`config.mk`:
```
export PLATFORM = sky130hd
export DESIGN_NAME = obstacle_avoid_steering_controller
export DESIGN_NICKNAME = d
export VERILOG_FILES = /design/src/rtl/oasc_pkg.sv /design/src/rtl/oasc_lane.sv /design/src/rtl/oasc_steer.sv /design/src/rtl/obstacle_avoid_steering_controller.sv
export SDC_FILE = /design/constraint.sdc
export NUM_CORES = 2
export LEC_CHECK = 0
export ABC_AREA = 1
export BUFFER_PORTS_ARGS = -buffer_cell sky130_fd_sc_hd__buf_2
export CAP_MARGIN = 20
export CELL_PAD_IN_SITES_DETAIL_PLACEMENT = 1
export CELL_PAD_IN_SITES_GLOBAL_PLACEMENT = 1
export CORE_MARGIN = 1
export CORE_UTILIZATION = 45
export DETAILED_ROUTE_END_ITERATION = 10
export PLACE_DENSITY = 0.78
export SLEW_MARGIN = 5
export SYNTH_ARGS = -nofsm -noshare
export SYNTH_HDL_FRONTEND = slang
export SYNTH_SLANG_ARGS = --single-unit
```
`constraint.sdc`:
```
create_clock -name clk -period 7.85 [get_ports clk]
set_clock_uncertainty 0.2 [all_clocks]
set_input_delay 0.785 -clock clk [delete_from_list [all_inputs] [get_ports clk]]
set_output_delay 0.785 -clock clk [all_outputs]
set_load 0.005 [all_outputs]
```
`src/rtl/oasc_pkg.sv`:
```
// ----------------------------------------------------------------------------
// oasc_pkg
// shared types and constants of the obstacle avoidance steering controller
// ----------------------------------------------------------------------------
package oasc_pkg;

    // range limits applied to missing or far readings, and fixed side recover and critical distances
    localparam logic [5:0] SIDE_LIMIT_CM    = 6'd40;
    localparam logic [5:0] CENTER_LIMIT_CM  = 6'd50;
    localparam logic [5:0] SIDE_RECOVER_CM  = 6'd10;
    localparam logic [5:0] SIDE_CRITICAL_CM = 6'd5;

    // distance filter weights, out of 256
    localparam logic [7:0] FILT_KEEP_W = 8'd179;
    localparam logic [6:0] FILT_NEW_W  = 7'd77;

    // steering constants
    localparam logic signed [25:0] STRAIGHT_CLAMP = 26'sd102400;
    localparam logic signed [15:0] TURN_TARGET    = 16'sd10240;
    localparam logic signed [15:0] REVERSE_TARGET = 16'sd15360;
    localparam logic signed [7:0]  STEER_KEEP_W   = 8'sd51;
    localparam logic signed [8:0]  STEER_NEW_W    = 9'sd205;

    localparam logic signed [7:0] THR_TURN    = 8'sd15;
    localparam logic signed [7:0] THR_REVERSE = -8'sd30;

    // slots of the per-lane compare vector
    localparam int AB_OPEN     = 0;  // sides: open for turning
    localparam int AB_CLEAR    = 0;  // center: clear ahead
    localparam int AB_BLOCKED  = 1;
    localparam int AB_RECOVER  = 2;  // sides: above recover distance
    localparam int AB_APPROACH = 2;  // center: above approach distance
    localparam int AB_CRITICAL = 3;  // sides: above critical distance

    typedef enum logic [3:0] {
        REG_OPEN_SIDE       = 4'd0,
        REG_CENTER_CLEAR    = 4'd1,
        REG_CENTER_BLOCKED  = 4'd2,
        REG_SIDE_BLOCKED    = 4'd3,
        REG_CENTER_APPROACH = 4'd4,
        REG_KP_GAIN         = 4'd5,
        REG_KD_GAIN         = 4'd6,
        REG_CRUISE          = 4'd7
    } cfg_index_t;

    typedef enum logic [1:0] {
        DRV_STRAIGHT = 2'd0,
        DRV_LEFT     = 2'd1,
        DRV_RIGHT    = 2'd2,
        DRV_REVERSE  = 2'd3
    } drive_state_t;

    typedef enum logic [2:0] {
        SEQ_IDLE,
        SEQ_DECIDE,
        SEQ_PD,
        SEQ_SMOOTH,
        SEQ_FINISH
    } seq_state_t;

    typedef logic [3:0][5:0] thr_vec_t;

    typedef struct packed {
        logic [13:0] filt;
        logic [3:0]  above;
    } lane_stat_t;

    typedef struct packed {
        logic decide;
        logic pd;
        logic smooth;
        logic finish;
    } ctrl_t;

    typedef struct packed {
        logic signed [7:0] throttle;
        logic signed [6:0] steering;
        drive_state_t      drive_mode;
    } result_t;

endpackage

```
`src/rtl/oasc_lane.sv`:
```
// ----------------------------------------------------------------------------
// oasc_lane
// one range channel: clip, q6.8 iir filter and threshold compares
// ----------------------------------------------------------------------------
module oasc_lane
    import oasc_pkg::*;
(
    input  logic        clk,
    input  logic        rst_n,
    input  logic        step,
    input  logic [10:0] raw,
    input  logic [5:0]  limit,
    input  thr_vec_t    thr,
    output lane_stat_t  stat
);

    logic [13:0] filt_reg;
    logic [13:0] filt_next;
    logic [5:0]  clipped;
    logic [21:0] keep_prod;
    logic [11:0] new_part;
    logic [14:0] sum;

    // zero means no echo, both cases fall back to the limit
    always_comb
    begin
        if (raw == 11'd0 || raw > {5'd0, limit})
            clipped = limit;
        else
            clipped = raw[5:0];
    end

    // the new reading is a whole cm value, so its term drops out of the shift
    assign keep_prod = filt_reg * FILT_KEEP_W;
    assign new_part  = clipped * FILT_NEW_W;
    assign sum       = {1'b0, keep_prod[21:8]} + {3'd0, new_part};
    assign filt_next = sum[13:0];

    always_ff @(posedge clk or negedge rst_n)
    begin
        if (!rst_n)
            filt_reg <= '0;
        else if (step)
            filt_reg <= filt_next;
    end

    always_comb
    begin
        stat.filt = filt_reg;
        for (int i = 0; i < 4; i++)
            stat.above[i] = filt_reg > {thr[i], 8'd0};
    end

endmodule

```
`src/rtl/oasc_steer.sv`:
```
// ----------------------------------------------------------------------------
// oasc_steer
// merge stage: drive state machine, pd steering law and steering smoother
// ----------------------------------------------------------------------------
module oasc_steer
    import oasc_pkg::*;
(
    input  logic       clk,
    input  logic       rst_n,
    input  ctrl_t      ctrl,
    input  lane_stat_t left,
    input  lane_stat_t center,
    input  lane_stat_t right,
    input  logic [7:0] kp_gain,
    input  logic [7:0] kd_gain,
    input  logic [6:0] cruise_throttle,
    output result_t    result
);

    drive_state_t             state_reg, state_next;
    logic signed [14:0]       prev_error_reg;
    logic signed [23:0]       kp_prod_reg, kp_prod_next;
    logic signed [24:0]       kd_prod_reg, kd_prod_next;
    logic signed [15:0]       alt_target_reg, alt_target_next;
    logic signed [15:0]       target_reg, target_next;
    logic signed [23:0]       keep_prod_reg, keep_prod_next;
    logic signed [24:0]       new_prod_reg, new_prod_next;
    logic signed [15:0]       smooth_reg, smooth_next;

    logic signed [14:0]       err;
    logic signed [15:0]       deriv;
    logic signed [8:0]        kp_s, kd_s;
    logic signed [25:0]       t12, t12_cl;
    logic signed [17:0]       t_adj;
    logic signed [13:0]       pd_q8;
    logic signed [25:0]       s_sum, s_adj;
    logic signed [15:0]       st_adj;

    logic l_open, r_open, l_blk, r_blk, l_rec, r_rec, l_crit, r_crit;
    logic c_clear, c_blk, c_app;

    assign l_open  = left.above[AB_OPEN];
    assign r_open  = right.above[AB_OPEN];
    assign l_blk   = left.above[AB_BLOCKED];
    assign r_blk   = right.above[AB_BLOCKED];
    assign l_rec   = left.above[AB_RECOVER];
    assign r_rec   = right.above[AB_RECOVER];
    assign l_crit  = left.above[AB_CRITICAL];
    assign r_crit  = right.above[AB_CRITICAL];
    assign c_clear = center.above[AB_CLEAR];
    assign c_blk   = center.above[AB_BLOCKED];
    assign c_app   = center.above[AB_APPROACH];

    // next drive state
    always_comb
    begin
        state_next = state_reg;
        if (state_reg == DRV_REVERSE)
        begin
            priority if (l_open)
                state_next = DRV_LEFT;
            else if (r_open)
                state_next = DRV_RIGHT;
            else if (c_clear && l_rec && r_rec)
                state_next = DRV_STRAIGHT;
        end
        else if (!c_blk || !l_blk || !r_blk)
            state_next = DRV_REVERSE;
        else if (state_reg == DRV_LEFT || state_reg == DRV_RIGHT)
        begin
            if (c_clear)
                state_next = DRV_STRAIGHT;
        end
        else if (!c_app)
        begin
            priority if (l_open)
                state_next = DRV_LEFT;
            else if (r_open)
                state_next = DRV_RIGHT;
            else
                state_next = DRV_REVERSE;
        end
        else
            state_next = DRV_STRAIGHT;
    end

    // fixed targets of turning and reverse
    always_comb
    begin
        unique case (state_next)
            DRV_LEFT:  alt_target_next = -TURN_TARGET;
            DRV_RIGHT: alt_target_next = TURN_TARGET;
            DRV_REVERSE:
            begin
                priority if (!c_blk && l_crit && r_crit)
                    alt_target_next = (left.filt > right.filt) ? REVERSE_TARGET
                                                               : -REVERSE_TARGET;
                else if (!l_crit)
                    alt_target_next = -REVERSE_TARGET;
                else if (!r_crit)
                    alt_target_next = REVERSE_TARGET;
                else
                    alt_target_next = '0;
            end
            default:   alt_target_next = '0;
        endcase
    end

    // pd products
    assign err          = $signed({1'b0, right.filt}) - $signed({1'b0, left.filt});
    assign deriv        = 16'(err) - 16'(prev_error_reg);
    assign kp_s         = $signed({1'b0, kp_gain});
    assign kd_s         = $signed({1'b0, kd_gain});
    assign kp_prod_next = err * kp_s;
    assign kd_prod_next = deriv * kd_s;

    // sum, clamp and q12 to q8 toward zero
    always_comb
    begin
        t12 = 26'(kp_prod_reg) + 26'(kd_prod_reg);
        if (t12 > STRAIGHT_CLAMP)
            t12_cl = STRAIGHT_CLAMP;
        else if (t12 < -STRAIGHT_CLAMP)
            t12_cl = -STRAIGHT_CLAMP;
        else
            t12_cl = t12;
        t_adj = 18'(t12_cl) + $signed({14'd0, {4{t12_cl[25]}}});
        pd_q8 = t_adj[17:4];
        target_next = (state_reg == DRV_STRAIGHT) ? 16'(pd_q8) : alt_target_reg;
    end

    // steering smoother
    assign keep_prod_next = smooth_reg * STEER_KEEP_W;
    assign new_prod_next  = target_reg * STEER_NEW_W;

    always_comb
    begin
        s_sum       = 26'(keep_prod_reg) + 26'(new_prod_reg);
        s_adj       = s_sum + $signed({18'd0, {8{s_sum[25]}}});
        smooth_next = s_adj[23:8];
        st_adj      = smooth_next + $signed({8'd0, {8{smooth_next[15]}}});
    end

    always_comb
    begin
        result.steering   = st_adj[14:8];
        result.drive_mode = state_reg;
        unique case (state_reg)
            DRV_STRAIGHT:        result.throttle = $signed({1'b0, cruise_throttle});
            DRV_LEFT, DRV_RIGHT: result.throttle = THR_TURN;
            default:             result.throttle = THR_REVERSE;
        endcase
    end

    always_ff @(posedge clk or negedge rst_n)
    begin
        if (!rst_n)
        begin
            state_reg      <= DRV_STRAIGHT;
            prev_error_reg <= '0;
            smooth_reg     <= '0;
        end
        else
        begin
            if (ctrl.decide)
            begin
                state_reg <= state_next;
                if (state_next == DRV_STRAIGHT)
                    prev_error_reg <= err;
            end
            if (ctrl.finish)
                smooth_reg <= smooth_next;
        end
    end

    always_ff @(posedge clk)
    begin
        if (ctrl.decide)
        begin
            kp_prod_reg    <= kp_prod_next;
            kd_prod_reg    <= kd_prod_next;
            alt_target_reg <= alt_target_next;
        end
        if (ctrl.pd)
            target_reg <= target_next;
        if (ctrl.smooth)
        begin
            keep_prod_reg <= keep_prod_next;
            new_prod_reg  <= new_prod_next;
        end
    end

endmodule

```
`src/rtl/obstacle_avoid_steering_controller.sv`:
```
// ----------------------------------------------------------------------------
// obstacle_avoid_steering_controller
// range filtering, drive state selection and smoothed steering per tick
// ----------------------------------------------------------------------------
// usage
// - s_axis: one beat per control tick; tdata holds left, center and right
//   range in cm, tuser holds the auto mode flag
// - m_axis: one beat per tick taken in auto mode with throttle and steering
//   in tdata and the drive mode in tuser; manual ticks only update filters
// - cfg: register writes, index in cfg_addr, always ready; write only while
//   the block is idle; indexes beyond the register list are dropped
// - three filter lanes work side by side on the three ranges; a merge stage
//   runs the drive state machine, the pd law and the steering smoother
// - the merge stage runs its decide, pd, smooth and finish steps in order,
//   one tick at a time; the input is taken again in the finish step, while
//   the previous result waits in the output register
// - a stalled receiver holds the finish step and with it the input side
// - reset clears filters, drive state, steering history and loads register
//   defaults
// ----------------------------------------------------------------------------
module obstacle_avoid_steering_controller
    import oasc_pkg::*;
(
    input  logic        clk,
    input  logic        rst_n,

    input  logic        s_axis_tvalid,
    output logic        s_axis_tready,
    input  logic [39:0] s_axis_tdata,   // dist_left, dist_center, dist_right, zero pad
    input  logic [0:0]  s_axis_tuser,   // auto_mode

    output logic        m_axis_tvalid,
    input  logic        m_axis_tready,
    output logic [15:0] m_axis_tdata,   // throttle, steering, zero pad
    output logic [1:0]  m_axis_tuser,   // drive_mode

    input  logic        cfg_valid,
    output logic        cfg_ready,
    input  logic [3:0]  cfg_addr,
    input  logic [7:0]  cfg_data
);

    // configuration registers
    logic [5:0] open_side_reg;
    logic [5:0] center_clear_reg;
    logic [5:0] center_blocked_reg;
    logic [5:0] side_blocked_reg;
    logic [5:0] center_approach_reg;
    logic [7:0] kp_gain_reg;
    logic [7:0] kd_gain_reg;
    logic [6:0] cruise_reg;

    seq_state_t seq_reg, seq_next;
    ctrl_t      ctrl;
    logic       in_beat;
    logic       out_free;

    lane_stat_t left_stat, center_stat, right_stat;
    thr_vec_t   side_thr, center_thr;
    result_t    result;

    logic        m_valid_reg;
    logic [15:0] m_data_reg;
    logic [1:0]  m_user_reg;

    assign cfg_ready = 1'b1;

    always_ff @(posedge clk or negedge rst_n)
    begin
        if (!rst_n)
        begin
            open_side_reg       <= 6'd35;
            center_clear_reg    <= 6'd20;
            center_blocked_reg  <= 6'd12;
            side_blocked_reg    <= 6'd7;
            center_approach_reg <= 6'd43;
            kp_gain_reg         <= 8'd56;
            kd_gain_reg         <= 8'd56;
            cruise_reg          <= 7'd52;
        end
        else if (cfg_valid && cfg_ready)
        begin
            unique case (cfg_addr)
                REG_OPEN_SIDE:       open_side_reg       <= cfg_data[5:0];
                REG_CENTER_CLEAR:    center_clear_reg    <= cfg_data[5:0];
                REG_CENTER_BLOCKED:  center_blocked_reg  <= cfg_data[5:0];
                REG_SIDE_BLOCKED:    side_blocked_reg    <= cfg_data[5:0];
                REG_CENTER_APPROACH: center_approach_reg <= cfg_data[5:0];
                REG_KP_GAIN:         kp_gain_reg         <= cfg_data;
                REG_KD_GAIN:         kd_gain_reg         <= cfg_data;
                REG_CRUISE:          cruise_reg          <= cfg_data[6:0];
                default:             ;
            endcase
        end
    end

    // handshake: the output slot frees when it is empty or being drained
    assign out_free      = !m_valid_reg || m_axis_tready;
    assign s_axis_tready = (seq_reg == SEQ_IDLE) || (seq_reg == SEQ_FINISH && out_free);
    assign in_beat       = s_axis_tvalid && s_axis_tready;

    // sequencer next state
    always_comb
    begin
        seq_next = seq_reg;
        unique case (seq_reg)
            SEQ_IDLE:
                if (in_beat && s_axis_tuser[0])
                    seq_next = SEQ_DECIDE;
            SEQ_DECIDE: seq_next = SEQ_PD;
            SEQ_PD:     seq_next = SEQ_SMOOTH;
            SEQ_SMOOTH: seq_next = SEQ_FINISH;
            SEQ_FINISH:
                if (out_free)
                    seq_next = (in_beat && s_axis_tuser[0]) ? SEQ_DECIDE : SEQ_IDLE;
            default:    seq_next = SEQ_IDLE;
        endcase
    end

    // sequencer outputs
    always_comb
    begin
        ctrl        = '0;
        ctrl.decide = (seq_reg == SEQ_DECIDE);
        ctrl.pd     = (seq_reg == SEQ_PD);
        ctrl.smooth = (seq_reg == SEQ_SMOOTH);
        ctrl.finish = (seq_reg == SEQ_FINISH) && out_free;
    end

    always_ff @(posedge clk or negedge rst_n)
    begin
        if (!rst_n)
            seq_reg <= SEQ_IDLE;
        else
            seq_reg <= seq_next;
    end

    // compare thresholds of the lanes
    assign side_thr[AB_OPEN]     = open_side_reg;
    assign side_thr[AB_BLOCKED]  = side_blocked_reg;
    assign side_thr[AB_RECOVER]  = SIDE_RECOVER_CM;
    assign side_thr[AB_CRITICAL] = SIDE_CRITICAL_CM;

    assign center_thr[AB_CLEAR]    = center_clear_reg;
    assign center_thr[AB_BLOCKED]  = center_blocked_reg;
    assign center_thr[AB_APPROACH] = center_approach_reg;
    assign center_thr[3]           = center_clear_reg;

    oasc_lane u_lane_left (
        .clk   (clk),
        .rst_n (rst_n),
        .step  (in_beat),
        .raw   (s_axis_tdata[10:0]),
        .limit (SIDE_LIMIT_CM),
        .thr   (side_thr),
        .stat  (left_stat)
    );

    oasc_lane u_lane_center (
        .clk   (clk),
        .rst_n (rst_n),
        .step  (in_beat),
        .raw   (s_axis_tdata[21:11]),
        .limit (CENTER_LIMIT_CM),
        .thr   (center_thr),
        .stat  (center_stat)
    );

    oasc_lane u_lane_right (
        .clk   (clk),
        .rst_n (rst_n),
        .step  (in_beat),
        .raw   (s_axis_tdata[32:22]),
        .limit (SIDE_LIMIT_CM),
        .thr   (side_thr),
        .stat  (right_stat)
    );

    oasc_steer u_steer (
        .clk             (clk),
        .rst_n           (rst_n),
        .ctrl            (ctrl),
        .left            (left_stat),
        .center          (center_stat),
        .right           (right_stat),
        .kp_gain         (kp_gain_reg),
        .kd_gain         (kd_gain_reg),
        .cruise_throttle (cruise_reg),
        .result          (result)
    );

    // output register
    always_ff @(posedge clk or negedge rst_n)
    begin
        if (!rst_n)
            m_valid_reg <= 1'b0;
        else if (ctrl.finish)
            m_valid_reg <= 1'b1;
        else if (m_axis_tready)
            m_valid_reg <= 1'b0;
    end

    always_ff @(posedge clk)
    begin
        if (ctrl.finish)
        begin
            m_data_reg <= {1'b0, result.steering, result.throttle};
            m_user_reg <= result.drive_mode;
        end
    end

    assign m_axis_tvalid = m_valid_reg;
    assign m_axis_tdata  = m_data_reg;
    assign m_axis_tuser  = m_user_reg;

    // a manual tick never starts the merge stage
    assert property (@(posedge clk) disable iff (!rst_n)
        (in_beat && !s_axis_tuser[0]) |=> (seq_reg == SEQ_IDLE))
        else $error("manual tick started the merge stage");

    // a result beat is loaded only from the finish step
    assert property (@(posedge clk) disable iff (!rst_n)
        $rose(m_valid_reg) |-> $past(seq_reg == SEQ_FINISH))
        else $error("result beat loaded outside the finish step");

    // no input beat in the decide, pd and smooth steps of the merge stage
    assert property (@(posedge clk) disable iff (!rst_n)
        (seq_reg == SEQ_DECIDE || seq_reg == SEQ_PD || seq_reg == SEQ_SMOOTH)
        |-> !s_axis_tready)
        else $error("input taken while the merge stage is busy");

    // the center filter stays within its clipped range
    assert property (@(posedge clk) disable iff (!rst_n)
        center_stat.filt <= {CENTER_LIMIT_CM, 8'd0})
        else $error("center filter out of range");

endmodule
```
# Word level (Yosys, flattened, before mapping)
# Index checks and enable logic that the tools add are counted.
[totals]
input_bits = 58
ff_bits = 278
output_inout_bits = 21
wordCells = 146
[classes]
reduce_logical = 38
eq_ne = 19
multipliers = 10
n_mux = 28
magnitude_cmp = 17
add_sub_neg = 10
[ops]
columns = ["operator", "n"]
rows = [
  ["> comparator 14 bit", 8],
  ["multiplier 14 x 8 -> 22 bit (second input constant)", 3],
  ["2-to-1 mux 16 bit", 4],
  ["2-to-1 mux 26 bit", 2],
  ["case mux 16 bit (3 select lines)", 1],
  ["adder 14 x 12 -> 14 bit", 3],
  ["multiplier 6 x 7 -> 12 bit (second input constant)", 3],
  ["> comparator 11 x 6 -> 1 bit (second input constant)", 3],
  ["zero test 11 bit", 3],
  ["> comparator 14 x 11 -> 1 bit (second input constant)", 2],
  ["> comparator 14 x 12 -> 1 bit (second input constant)", 2],
  ["adder 23 x 25 -> 26 bit", 1],
  ["adder 24 x 25 -> 26 bit", 1],
  ["> comparator 26 x 18 -> 1 bit (second input constant)", 1],
  ["less-than comparator 26 x 18 -> 1 bit (second input constant)", 1],
  ["multiplier 16 x 9 -> 25 bit", 1],
  ["multiplier 16 x 9 -> 25 bit (second input constant)", 1],
  ["adder 24 x 9 -> 24 bit", 1],
  ["multiplier 15 x 9 -> 24 bit", 1],
  ["multiplier 16 x 7 -> 23 bit (second input constant)", 1],
  ["AND reduction 2 bit", 10],
  ["adder 18 x 5 -> 18 bit", 1],
  ["2-to-1 mux 2 bit", 9],
  ["2-to-1 mux 6 bit", 3],
  ["26 further kinds", 56],
]

# Longest topological paths before layout
[logic_depth]
ltp_word = 9
mapped_depth = 47
ltp_nobuf = 47

# Modules after synthesis
# From an unflattened synthesis, not the netlist that was laid out.
[unflattened]
hier_cells = 5504
hier_area_um2 = 42712.2
[modules_own_cells]
columns = ["mod", "instances", "cells_per_inst", "area_per_inst_um2", "seq_area_each_um2"]
rows = [
  ["oasc_steer", 1, 3357, 25384.3, 4339.2],
  ["oasc_lane (u_lane_center ...)", 2, 634, 4830.9, 350.3],
  ["oasc_lane (u_lane_right)", 1, 634, 4837.1, 350.3],
  ["obstacle_avoid_steering_controller", 1, 245, 2829.0, 1965.6],
]

# Least setup slack after synthesis
# OpenSTA, ideal clock, no wires.
[synth_path]
path_kind = "register -> register"
startpoint = "reg u_lane_right.filt_reg[0]"
endpoint = "reg u_steer.kd_prod_reg[24], data pin"
setup_slack_ps = -164
path_stages_with_launch = 44
synth_period_minus_slack_ps = 8014
path_buffers = 0
arrival_ps = 7552
required_ps = 7388
setup_time_ps = 262
path_cell_list = "dfrtp_1 > inv_1 > ha_1 > fa_1 > nand3b_1 > and2_1 > or2_2 > nand2_1 > a21oi_1 > or2_2 > nand2_1 > inv_1 > ha_1 > a21oi_1 > o221ai_1 > nand2_1 > nand2_1 > a21oi_1 > [8 not listed] > nand2_1 > fa_1 > inv_1 > fa_1 > fa_1 > inv_1 > fa_1 > inv_1 > ha_1 > nand2_1 > o21ai_0 > a21boi_0 > o21a_1 > o21bai_1 > a31oi_1 > o21bai_1 > a21oi_1 > xor2_1"
[synth_via]
elab_chain_len = 3
[synth_lines]
columns = ["element", "line_no", "text"]
rows = [
  ["from (decl)", "oasc_lane.sv:17", "logic [13:0] filt_reg;"],
  ["from (signal assigned)", "oasc_lane.sv:44", "filt_reg <= filt_next;"],
  ["subtractor 14 x 14 -> 15 bit", "oasc_steer.sv:110", "assign err = $signed({1'b0, right.filt}) - $signed({1'b0, left.filt});"],
  ["net u_steer.err[6]", "oasc_steer.sv:30", "logic signed [14:0] err;"],
  ["subtractor 15 x 15 -> 16 bit", "oasc_steer.sv:111", "assign deriv = 16'(err) - 16'(prev_error_reg);"],
  ["multiplier 16 x 9 -> 25 bit", "oasc_steer.sv:115", "assign kd_prod_next = deriv * kd_s;"],
  ["net u_steer.kd_prod_next[24]", "oasc_steer.sv:23", "logic signed [24:0] kd_prod_reg, kd_prod_next;"],
  ["to (signal assigned)", "oasc_steer.sv:181", "kd_prod_reg <= kd_prod_next;"],
  ["to (decl)", "oasc_steer.sv:23", ""],
]
# The timed path passes the listed nets, and every way through them passes these cells.
# A chain may end at the register's enable or synchronous reset.

# Worst setup path after layout
[layout_path]
startpoint = "reg u_lane_right.filt_reg[0]"
endpoint = "reg u_steer.kd_prod_reg[23], data pin"
# The elaborated chain is that of the path after synthesis.

==> results.json <==
{
  "start_kind": "flop",
  "fin_ws_ns": -0.04144,
  "num_io_pins": 79,
  "drive_gt1_share_pct": 10.02,
  "grt_pass1_wl_mm": 187.0,
  "end_kind": "flop",
  "setup_violations": 2,
  "synth.distinct_cells": 63,
  "violations": "negative setup slack",
  "routed_wl_mm": 115.8,
  "fmax_ghz": 0.1267,
  "hold_viol": 0,
  "synth_area_per_cell_sq_um": 8.039,
  "relSlewSlack_pct": 29.14,
  "crit_fanout": 4,
  "ys_seq_area_share_pct": 18.41,
  "drcViolationCount": 0,
  "num-fill-cells": 10730,
  "synthArstFlopShare_pct": 49.62,
  "rr_startpoint": "u_lane_right.filt_reg[0]",
  "ant_nets": 0,
  "cts_max_path_buffers": 3,
  "ys.flop_type": "edfxtp_1",
  "avgRoutedWirePerCell_um": 18.22,
  "slowest_delay_ns": 0.55,
  "place_inst": 6269,
  "syn-cell-area_sq_um": 39950,
  "timing.final.crit_share_pct": 100.5,
  "dp_hpwl_mm": 94.34,
  "core_sq_um": 87290,
  "die_h_um": 299.9,
  "first_iter_violations": 1233,
  "via_per_inst": 5.235,
  "die_x_um": 299.9,
  "row_count": 108,
  "hold_class": "in -> async",
  "grtUsageTotal_pct": 25.88,
  "via_count": 33280,
  "cts_tree": "built",
  "h-tree-depth": 2,
  "hold_buffers": 0,
  "die_area_sq_um": 89960,
  "drv_slew": 0,
  "fin_crit_ns": 7.891,
  "crit_required_ns": 7.98,
  "postSynthCellCount": 4969,
  "first_pass_iters": 5,
  "critical_path_class": "reg -> reg",
  "place_congestion": 0.9186,
  "met1_usage_pct": 31.36,
  "grt_pass1_vias": 36700,
  "start_util_pct": 45.76,
  "final_cells": 6357,
  "gr-max-usage-layer": "met2",
  "seq_area_sq_um": 7356,
  "antenna_cells": 0,
  "overflow": 0,
  "antenna_found_initial": 3,
  "critPathSlowestCell": "fa_1",
  "syn_nets": 6080,
  "synth_edf_count": 134,
  "fin_nets": 6284,
  "crit_arrival_ns": 8.02,
  "cpMostUsedCell": "nand2_2",
  "multiInputGateArea_sq_um": 28600,
  "grt_max_degree": 74,
  "grt_use_met2_pct": 47.99,
  "syn_to_final_growth_pct": 11.72,
  "startpoint": "u_lane_right.filt_reg[0]",
  "cts-root-buf": "clkbuf_16",
  "drv.max_cap_violation_count": 0,
  "clkSlewWorstSetupHoldPaths_ns": 0.06,
  "ys_ff_latch": 266,
  "status": "complete, but fails checks",
  "worstMarginPinSlew_ns": 1.061,
  "cts_num_sinks": 266,
  "clkLatencyLatePin_ns": 0.57,
  "cts_made_buffers": 37,
  "io_buffers": 69,
  "rsz0062_at_grt": "true",
  "ys_warn_count": 0,
  "met3_usage_pct": 2.804
}
[final timing paths]
kind	to	slack (ns)	cells after the start
min in group clk	center_approach_reg[2]	0.28	2
min	u_steer.smooth_reg[5]	0.02	1
max in group asynchronous	u_lane_right.filt_reg[1]	5.96	2
max	u_steer.kd_prod_reg[23]	-0.04	47
max reg2reg	u_steer.kd_prod_reg[23]	-0.04	47
min reg2reg	center_approach_reg[2]	0.28	2
[Yosys cell counts (19+ instances only)]
cell | number | area share, %
nor2_1 | 365 | 3.4
o21ai_0 | 219 | 2.7
clkbuf_1 | 47 | 0.44
nor3_1 | 33 | 0.41
fa_1 | 375 | 19
dfstp_2 | 23 | 1.5
nand4_1 | 63 | 0.99
a21oi_1 | 280 | 3.5
o21bai_1 | 25 | 0.47
or2_2 | 31 | 0.49
dfrtp_1 | 109 | 6.8
xor2_1 | 134 | 2.9
edfxtp_1 | 134 | 10
nand2_1 | 873 | 8.2
a31oi_1 | 19 | 0.30
nand3_1 | 146 | 1.8
ha_1 | 678 | 21
inv_1 | 1183 | 11
xnor2_1 | 71 | 1.6
[final cells by class]
type	count	share of cell area, %
clock inverter	26	0.6028
sequential	266	16.48
tap	1155	3.238
timing repair buffer	216	3.336
clock buffer	42	2.234
inverter	1189	10.02
multi-input combinational	3463	64.08
[layer usage]
| metal | vias to the layer above | wire length (um) | share of wire [%] |
|---|---|---|---|
| met5 | - | 23 | 0.020 |
| met4 | 4 | 3644 | 3.1 |
| li1 | 16020 | - | - |
| met1 | 16570 | 49210 | 42 |
| met2 | 500 | 59530 | 51 |
| met3 | 191 | 3408 | 2.9 |
[cell families (layout without fill, tap and decap cells)]
| family | Yosys count | count (layout) | synth area share [%] |
|---|---|---|---|
| DFF | 266 | 266 | 18.41 |
| xor gates and xnor gates | 209 | 209 | 4.686 |
| adders and majority gates | 1053 | 1053 | 40.03 |
| and+or+nand+nor | 1579 | 1579 | 16.65 |
| other | 2 | 2 | 0.01880 |
| AOI/OAI and AO/OA | 620 | 620 | 8.510 |
| buffers and inverters | 1240 | 1473 | 11.69 |
[cell usage in the layout, fill, tap and decap left out, types with 14 or more instances in the layout]
| cell | netlist | routed |
|---|---|---|
| fa_1 | 375 | 371 |
| ha_4 | 0 | 19 |
| nand2_1 | 873 | 838 |
| o21ai_0 | 219 | 210 |
| inv_1 | 1183 | 1157 |
| nor2_2 | 9 | 14 |
| clkbuf_16 | 0 | 39 |
| xor2_1 | 134 | 132 |
| inv_2 | 5 | 29 |
| dfstp_2 | 23 | 23 |
| xnor2_1 | 71 | 69 |
| a21oi_2 | 4 | 21 |
| nand2_2 | 16 | 42 |
| or2_2 | 31 | 27 |
| ha_1 | 678 | 659 |
| nor2_1 | 365 | 358 |
| edfxtp_1 | 134 | 134 |
| o21bai_1 | 25 | 24 |
| a31oi_1 | 19 | 17 |
| nand4_1 | 63 | 63 |
| a21oi_1 | 280 | 262 |
| dfrtp_1 | 109 | 109 |
| buf_4 | 2 | 138 |
| a21o_1 | 15 | 15 |
| buf_2 | 1 | 68 |
| nand3_1 | 146 | 145 |
| nor3_1 | 33 | 30 |
[per-stage QoR]
stage                     cell area, sq um  util (%)  setup slack, ns  TNS [ns]  hold slack, ns
after floorplan                      39950         -         0.007221         0          0.2529
final                                44630     51.13         -0.04144  -0.06671         0.01738
after CTS                            44140     50.56         0.002863         0         0.02131
after global placement               42510     48.70          -0.1207   -0.1886          0.2676
after global routing                 44630     51.13          -0.3817    -1.858         0.05634
after detailed placement             42510     48.70          -0.4596    -1.709          0.2728
[worst max-delay path, delay by kind of cell (launching register included)]
family,cells,cell delay [ns]
AO/OA/AOI/OAI,6,0.90
XOR/XNOR,1,0.08
adder cells (fa/ha/maj),8,3.07
buffers and inverters,10,0.70
flip-flops,1,0.38
AND/OR/NAND/NOR,22,2.29
[what timing repair did]
action,4_1_cts,5_1_grt
buffers inserted,10,13
endpoints found under the hold margin,0,0
gates resized for setup,48,124
pin swaps,23,76
setup endpoints to repair,9,11
Power is left out: the tool's default activity adds up to more than one toggle a clock period on the data nets, which glitch-free logic cannot reach.
